## config.mk

```make
export PLATFORM = sky130hd
export DESIGN_NAME = sequenced_overwrite_ring_buffer_top
export DESIGN_NICKNAME = d
export VERILOG_FILES = /design/src/sv/sorb_pkg.sv /design/src/sv/sequenced_overwrite_ring_buffer_top.sv
export SDC_FILE = /design/constraint.sdc
export NUM_CORES = 2
export LEC_CHECK = 0
export BUFFER_PORTS_ARGS = -buffer_cell sky130_fd_sc_hd__buf_2
export CAP_MARGIN = 20
export CELL_PAD_IN_SITES_DETAIL_PLACEMENT = 1
export CELL_PAD_IN_SITES_GLOBAL_PLACEMENT = 2
export CORE_ASPECT_RATIO = 0.7
export CORE_MARGIN = 1
export CORE_UTILIZATION = 51
export CTS_BUF_LIST = sky130_fd_sc_hd__clkbuf_4
export CTS_CLUSTER_SIZE = 24
export DETAILED_ROUTE_END_ITERATION = 10
export PLACE_DENSITY_LB_ADDON = 0.1
export SYNTH_ARGS = -nofsm -noshare
export SYNTH_HDL_FRONTEND = slang
export SYNTH_SLANG_ARGS = --single-unit
export TNS_END_PERCENT = 1
```

## constraint.sdc

```tcl
create_clock -name clk -period 7.3 [get_ports clk]
set_input_delay 0 -clock clk [delete_from_list [all_inputs] [get_ports clk]]
set_output_delay 0 -clock clk [all_outputs]
set_load 0.02 [all_outputs]
```

## src/sv/sorb_pkg.sv

```systemverilog
// Shared types and constants for the sequenced overwriting ring buffer.
package sorb_pkg;

	// Width of a sequence number and its saturation value.
	localparam int SEQ_W = 63;
	localparam logic [SEQ_W-1:0] SEQ_MAX = {SEQ_W{1'b1}};

	// Request kind carried in the input tuser bit.
	typedef enum logic {
		KIND_WRITE = 1'b0,
		KIND_READ  = 1'b1
	} kind_t;

endpackage

```

## src/sv/sequenced_overwrite_ring_buffer_top.sv

```systemverilog
// Sequenced overwriting ring buffer: ring store, sequence tagging and read scan sequencer.
//
// Channel   Direction  Handshake          Payload
// s_*       in         s_tvalid/s_tready  tuser: kind; tdata: write_data, read_seqno
// m_*       out        m_tvalid/m_tready  tuser: found; tdata: read_data, next_seqno
//
// A write request is stored at the edge that accepts it, and the block stays ready.
// A read scans one entry per cycle with one comparator, then passes a drain step and a
// final step that loads the result; the next request is accepted once the block is idle again.
// Reset clears the pointer and the fill count and sets the sequence counter to 1; entries at or
// above the fill count are empty, so the memories are never cleared. A waiting result does not
// block writes; a following read holds in its last step until the output register drains.
module sequenced_overwrite_ring_buffer_top #(
	parameter int DEPTH      = 16,
	parameter int DATA_WIDTH = 32
) (
	input  logic clk,
	input  logic arst_n,
	input  logic s_tvalid,
	output logic s_tready,
	// Bits from lowest: write_data (DATA_WIDTH), read_seqno (63), zero fill.
	input  logic [((DATA_WIDTH + sorb_pkg::SEQ_W + 7) / 8) * 8 - 1:0] s_tdata,
	// Bit 0: kind (0 = write, 1 = read).
	input  logic [0:0] s_tuser,
	output logic m_tvalid,
	input  logic m_tready,
	// Bits from lowest: read_data (DATA_WIDTH), next_seqno (63), zero fill.
	output logic [((DATA_WIDTH + sorb_pkg::SEQ_W + 7) / 8) * 8 - 1:0] m_tdata,
	// Bit 0: found.
	output logic [0:0] m_tuser
);
	import sorb_pkg::*;

	localparam int TDATA_W = ((DATA_WIDTH + SEQ_W + 7) / 8) * 8;
	localparam int IDX_W   = $clog2(DEPTH);
	localparam int CNT_W   = $clog2(DEPTH + 1);

	typedef enum logic [1:0] {
		ST_IDLE,
		ST_SCAN,
		ST_DRAIN,
		ST_FIN
	} state_t;

	state_t state_q;

	// Ring memories. Entries are only meaningful below the fill count.
	logic [SEQ_W-1:0]      tag_mem  [DEPTH];
	logic [DATA_WIDTH-1:0] word_mem [DEPTH];

	logic [IDX_W-1:0]      wp_q;
	logic [SEQ_W-1:0]      seq_q;
	logic [CNT_W-1:0]      fill_q;
	logic [IDX_W-1:0]      idx_q;

	// Scan pipeline: memory read data and the index it came from.
	logic                  v_s1;
	logic [IDX_W-1:0]      idx_s1;
	logic [SEQ_W-1:0]      tag_rd_s1;
	logic [DATA_WIDTH-1:0] word_rd_s1;

	logic [SEQ_W-1:0]      want_q;
	logic                  have_q;
	logic                  exact_q;
	logic [SEQ_W-1:0]      best_tag_q;
	logic [DATA_WIDTH-1:0] best_word_q;

	logic                  out_valid_q;
	logic                  out_found_q;
	logic [DATA_WIDTH-1:0] out_data_q;
	logic [SEQ_W-1:0]      out_seq_q;

	logic                  accept;
	logic                  wr_en;
	logic                  rd_start;
	logic                  ent_ok;
	logic                  take_hit;
	logic                  take_more;
	logic                  out_free;
	logic                  load_out;
	logic [DATA_WIDTH-1:0] in_data;
	logic [SEQ_W-1:0]      in_seq;
	logic [SEQ_W-1:0]      next_seq;

	assign in_data  = s_tdata[DATA_WIDTH-1:0];
	assign in_seq   = s_tdata[DATA_WIDTH +: SEQ_W];

	assign s_tready = (state_q == ST_IDLE);
	assign accept   = s_tvalid && s_tready;
	assign wr_en    = accept && (s_tuser[0] == KIND_WRITE);
	assign rd_start = accept && (s_tuser[0] == KIND_READ);

	// The compare unit looks at one entry per cycle. An exact match locks the choice;
	// otherwise the smallest tag above the request wins, the first one seen on ties.
	assign ent_ok    = v_s1 && (CNT_W'(idx_s1) < fill_q) && !exact_q;
	assign take_hit  = ent_ok && (want_q != '0) && (tag_rd_s1 == want_q);
	assign take_more = ent_ok && !take_hit && (tag_rd_s1 > want_q)
		&& (!have_q || (tag_rd_s1 < best_tag_q));

	assign next_seq = (best_tag_q == SEQ_MAX) ? SEQ_MAX : best_tag_q + 1'b1;
	assign out_free = !out_valid_q || m_tready;
	assign load_out = (state_q == ST_FIN) && out_free;

	assign m_tvalid = out_valid_q;
	assign m_tuser  = out_found_q;
	assign m_tdata  = TDATA_W'({out_seq_q, out_data_q});

	// Memory write on an accepted write request, registered read at the scan index.
	always_ff @(posedge clk) begin
		if (wr_en) begin
			tag_mem[wp_q]  <= seq_q;
			word_mem[wp_q] <= in_data;
		end
		tag_rd_s1  <= tag_mem[idx_q];
		word_rd_s1 <= word_mem[idx_q];
	end

	// Datapath registers of the scan.
	always_ff @(posedge clk) begin
		idx_s1 <= idx_q;
		if (rd_start) begin
			want_q <= in_seq;
		end
		if (take_hit || take_more) begin
			best_tag_q  <= tag_rd_s1;
			best_word_q <= word_rd_s1;
		end
	end

	// Sequencer, ring control and the output register.
	always_ff @(posedge clk or negedge arst_n) begin
		if (!arst_n) begin
			state_q     <= ST_IDLE;
			wp_q        <= '0;
			seq_q       <= SEQ_W'(1);
			fill_q      <= '0;
			idx_q       <= '0;
			v_s1        <= 1'b0;
			have_q      <= 1'b0;
			exact_q     <= 1'b0;
			out_valid_q <= 1'b0;
			out_found_q <= 1'b0;
			out_data_q  <= '0;
			out_seq_q   <= '0;
		end else begin
			v_s1 <= (state_q == ST_SCAN);
			// A new result replaces the one leaving in the same cycle.
			if (load_out) begin
				out_valid_q <= 1'b1;
			end else if (m_tready) begin
				out_valid_q <= 1'b0;
			end
			if (take_hit) begin
				have_q  <= 1'b1;
				exact_q <= 1'b1;
			end else if (take_more) begin
				have_q <= 1'b1;
			end
			unique case (state_q)
				ST_IDLE: begin
					if (wr_en) begin
						wp_q <= (wp_q == IDX_W'(DEPTH - 1)) ? '0 : wp_q + 1'b1;
						if (seq_q != SEQ_MAX) begin
							seq_q <= seq_q + 1'b1;
						end
						if (fill_q != CNT_W'(DEPTH)) begin
							fill_q <= fill_q + 1'b1;
						end
					end
					if (rd_start) begin
						idx_q   <= '0;
						have_q  <= 1'b0;
						exact_q <= 1'b0;
						state_q <= ST_SCAN;
					end
				end
				ST_SCAN: begin
					if (idx_q == IDX_W'(DEPTH - 1)) begin
						idx_q   <= '0;
						state_q <= ST_DRAIN;
					end else begin
						idx_q <= idx_q + 1'b1;
					end
				end
				ST_DRAIN: begin
					state_q <= ST_FIN;
				end
				ST_FIN: begin
					if (out_free) begin
						out_found_q <= have_q;
						out_data_q  <= have_q ? best_word_q : '0;
						out_seq_q   <= have_q ? next_seq : want_q;
						state_q     <= ST_IDLE;
					end
				end
				default: begin
					state_q <= ST_IDLE;
				end
			endcase
		end
	end

endmodule

```

==> run summary <==
peak supply drop: 283.6 uV
Worst Path Max Fanout: 43
IO Pins: 200
xor/xnor share of the synthesized area: 1.348%
core box area: 147,900 sq um
Area after DPL: 79,590 sq um
Final Setup Violations: 0
final net count: 4,914
Worst Path Required: 8.18 ns
synthesized netlist cell count: 3,835
grt ovf: 0
P&R area growth vs syn: 16.16%
Power Dens Cells: 324.4 nW/um^2
hold path endpoint: m_tvalid$_DFFE_PN0P_
post-synthesis mux area share: 14.12%
clock slew at reported path FFs: 0.08 ns
status: complete, no violations
TritonCTS clock tree: done
multi-input combinational cell area: 18,110 sq um
Clk Tree Root Cell: clkbuf_4
Synth Register Bits: 1,955
final hold violations: 0
DRC violations left: 0
initial detailed-routing violation count: 3,640
clk_lat worst skew: 1.36 ns
Worst Hold Depth: 5
area of the mapped netlist: 76,040 sq um
Worst R2R Path Depth: 11
post-synthesis compound-gate area fraction: 1.942%
period utilisation layout: 70.36%
share of cells above drive strength 1: 30.12%
hpwl dp: 112.5 mm
final instance area: 88,330 sq um
Sum Neg Setup Slack: 0 ns
worst hold start: m_tready
maximum root-to-sink buffer count: 4
sequential element share of the synthesized area: 74.73%
Clock power frac: 31.4%
CTS buffer count: 467
die width: 463.5 um
number of global-route vias before repair: 43,700
worst r2r src: state_q[0]$_DFFE_PN0P_
fraction of registers with async set/reset: 9.105%
Antenna Violating Nets Remaining: 0
sequential group share of total power: 48.4%
relative slew slack: 28.67%
yosys warns: 0
post-synthesis adder-cell area fraction: 2.320%
final setup skew: 0.1235 ns
Starting Density: 51.40%
Switching Fraction: 29.63%
total clock sinks: 1,955
Least-Margin Pin Slew: 1.070 ns
row count: 118
post_cts resized: 0
Synth area leaders: edfxtp_1 (66%), mux4_2 (14%), dfrtp_1 (5.8%)
RSZ-0062 raised after global routing: false
wire per inst: 29.45 um
Simple-Gate Fraction of Synth Area: 3.990%
fin. max-slew vios: 0
Tot GR Track Use: 27.89%
Hold Crit Class: in -> reg
die footprint: 150,700 sq um
CP Class: reg -> reg
leak pwr: 29.68 nW
FF+latch area: 56,840 sq um
first-pass GRT wire length: 301.8 mm
ys flop type: edfxtp_1
Synth cell types: 70
R2R Path End: tag_mem[5][50]$_DFFE_PP_
Cell Count, Final, Fillers Out: 7,045
Post-Syn Nets: 4,077
largest family of logic cells by synthesized area: multiplexers
antenna violations before repair: 18
P_int: 20.17 mW
Die Y: 325.1 um
PortBufs: 197
Max Fclk: 194.7 MHz
Hold-fix buffers, CTS: 265
Comb pwr share: 20.2%
minimum clock period: 5.136 ns
pre-CTS WS: 2.981 ns
fillers: 13,100
final WL: 207.5 mm
Arrival @ worst endpoint: 6.01 ns
Synth Area per Inst: 19.83 sq um
post-route worst setup slack: 2.164 ns
Post-synth EDFFs: 1,678
routed vias: 41,210
1st-pass router iterations: 5
switching pwr: 8.490 mW
Placed Cells: 5,918
DR vias/cell: 5.850
Max-cap violations: 0
Crit. End Element: register
Power Total: 28.66 mW
largest net degree at the start of global routing: 125
# Post-CTS Setup Buffers: 0
R2R setup slack: 2.16 ns
top cell type's share of synthesized area: 66.27%
H-tree level count: 5
Final Wtd Congestion: 0.8159
cell taking the most area after synthesis: edfxtp_1
CP Launch Type: register
==> flip-flops by register name, indices dropped and copies added, names as in the netlist, 2 cells and up <==
signal and cells:
tag_mem 1008, word_mem 512, best_tag_q 63, out_seq_q 63, seq_q 63, tag_rd_s1 63
want_q 63, best_word_q 32, out_data_q 32, word_rd_s1 32, fill_q 5, idx_q 4
idx_s1 4, wp_q 4, state_q 2
==> through the flow <==
step / hold slack, ns / util (%)
2_1_floorplan: -0.2956 / -
3_3_place_gp: 0.03725 / 53.79
3_5_place_dp: 0.03952 / 53.80
4_1_cts: 0.03870 / 59.70
5_1_grt: 0.1434 / 59.71
6_report: 0.2441 / 59.71
==> synth_stat cells, types with 16 or more instances <==
master       n
a21oi_1     80
and2_1      24
and3_1      16
and4_1      24
buf_1       39
clkbuf_1   108
dfrtp_1    177
dfxtp_1     99
edfxtp_1  1678
ha_1       141
inv_1      145
mux4_2     475
nand2_1    193
nand3_1    115
nand4_1     52
nor2_1      56
nor3_1      35
nor4_1      28
o21ai_0     64
o21ai_1     29
o22ai_1     36
xnor2_1     89
xor2_1      28
==> layout make-up <==
class / instances / area share [%]
Antenna cell: 8 / 0.02266
Clock buffer: 725 / 6.162
Clock inverter: 129 / 0.6898
Inverter: 145 / 0.6162
Multi-Input combinational cell: 1581 / 20.50
Sequential cell: 1955 / 64.35
Tap cell: 1980 / 2.805
Timing Repair Buffer: 522 / 4.853
==> how the worst max path moves through the flow <==
| stage | from | to | slack [ns] | depth (start not counted) |
|---|---|---|---|---|
| after detailed placement | want_q[54]$_DFFE_PP_ | best_word_q[29]$_DFFE_PP_ | 2.98 | 9 |
| final | state_q[0]$_DFFE_PN0P_ | tag_mem[5][50]$_DFFE_PP_ | 2.16 | 11 |
| after global placement | want_q[54]$_DFFE_PP_ | best_word_q[26]$_DFFE_PP_ | 3.00 | 9 |
| after CTS | state_q[0]$_DFFE_PN0P_ | tag_mem[5][50]$_DFFE_PP_ | 2.23 | 11 |
| after global routing | state_q[0]$_DFFE_PN0P_ | tag_mem[5][50]$_DFFE_PP_ | 1.93 | 11 |
| after floorplan | best_tag_q[42]$_DFFE_PP_ | best_tag_q[0]$_DFFE_PP_ | 0.59 | 9 |
==> placed cells by master (no fill, tap or decap), types with 5 or more instances in the layout <==
master         Yosys  routed
nand2_1          193     192
a221oi_1           6       6
buf_2              1     196
edfxtp_1        1678    1678
clkinv_2           0      12
o22ai_1           36      36
dfrtp_1          177     172
a21o_1            11      11
and2_1            24       7
nor2_1            56      55
a21oi_1           80      80
nand3_1          115     115
nand4_1           52      52
dfrtp_4            0       5
nor4_1            28      28
nor3_1            35      35
inv_2              0       5
ha_1             141     141
xnor2_1           89      89
buf_12             0      13
buf_4              2      46
xor2_1            28      28
o21ai_1           29      29
and3_1            16      16
o21ai_0           64      64
clkbuf_4           0     725
dfxtp_1           99      99
nand2b_1           7       7
nor2b_1            6       6
mux4_2           475     475
clkinv_1           0     108
and4_1            24      24
and2_4             0      17
inv_1            145     144
dlygate4sd3_1      0     264
diode_2            0       8
==> layer usage <==
metal / vias to the layer above / global-route usage [%] / routed length (um)
li1: 17510 / - / -
met1: 21850 / 41.24 / 93550
met2: 1579 / 42.19 / 96060
met3: 265 / 5.997 / 14030
met4: 4 / 8.084 / 3799
met5: - / 0 / 27
==> power by group through the flow <==
stage / combinational [mW] / clock, mW / sequential (mW)
floorplan: 3.62 / 0 / 14.0
global placement: 5.55 / 0 / 14.1
detailed placement: 5.64 / 0 / 14.1
CTS: 5.77 / 9.20 / 13.9
global route: 6.22 / 9.76 / 14.0
finish: 5.78 / 9.01 / 13.9
==> worst max-delay path: stages (launching register included) <==
cell           delay, ns
dfrtp_1             0.42
inv_1               0.11
ha_1                0.38
nand2_1             0.15
nor2_1              0.10
dlygate4sd3_1       0.55
buf_4               0.11
dlygate4sd3_1       0.81
nand2_1             0.12
nor2_1              0.30
and2_4              0.90
buf_4               0.67
==> cell families after synthesis <==
logic type	count (synthesis)
other	1
xor gates and xnor gates	117
adders and majority gates	141
muxes	479
buffers and inverters	299
AOI/OAI and AO/OA	256
DFF	1955
and+or+nand+nor	587
(Power assumes the default switching activity.)
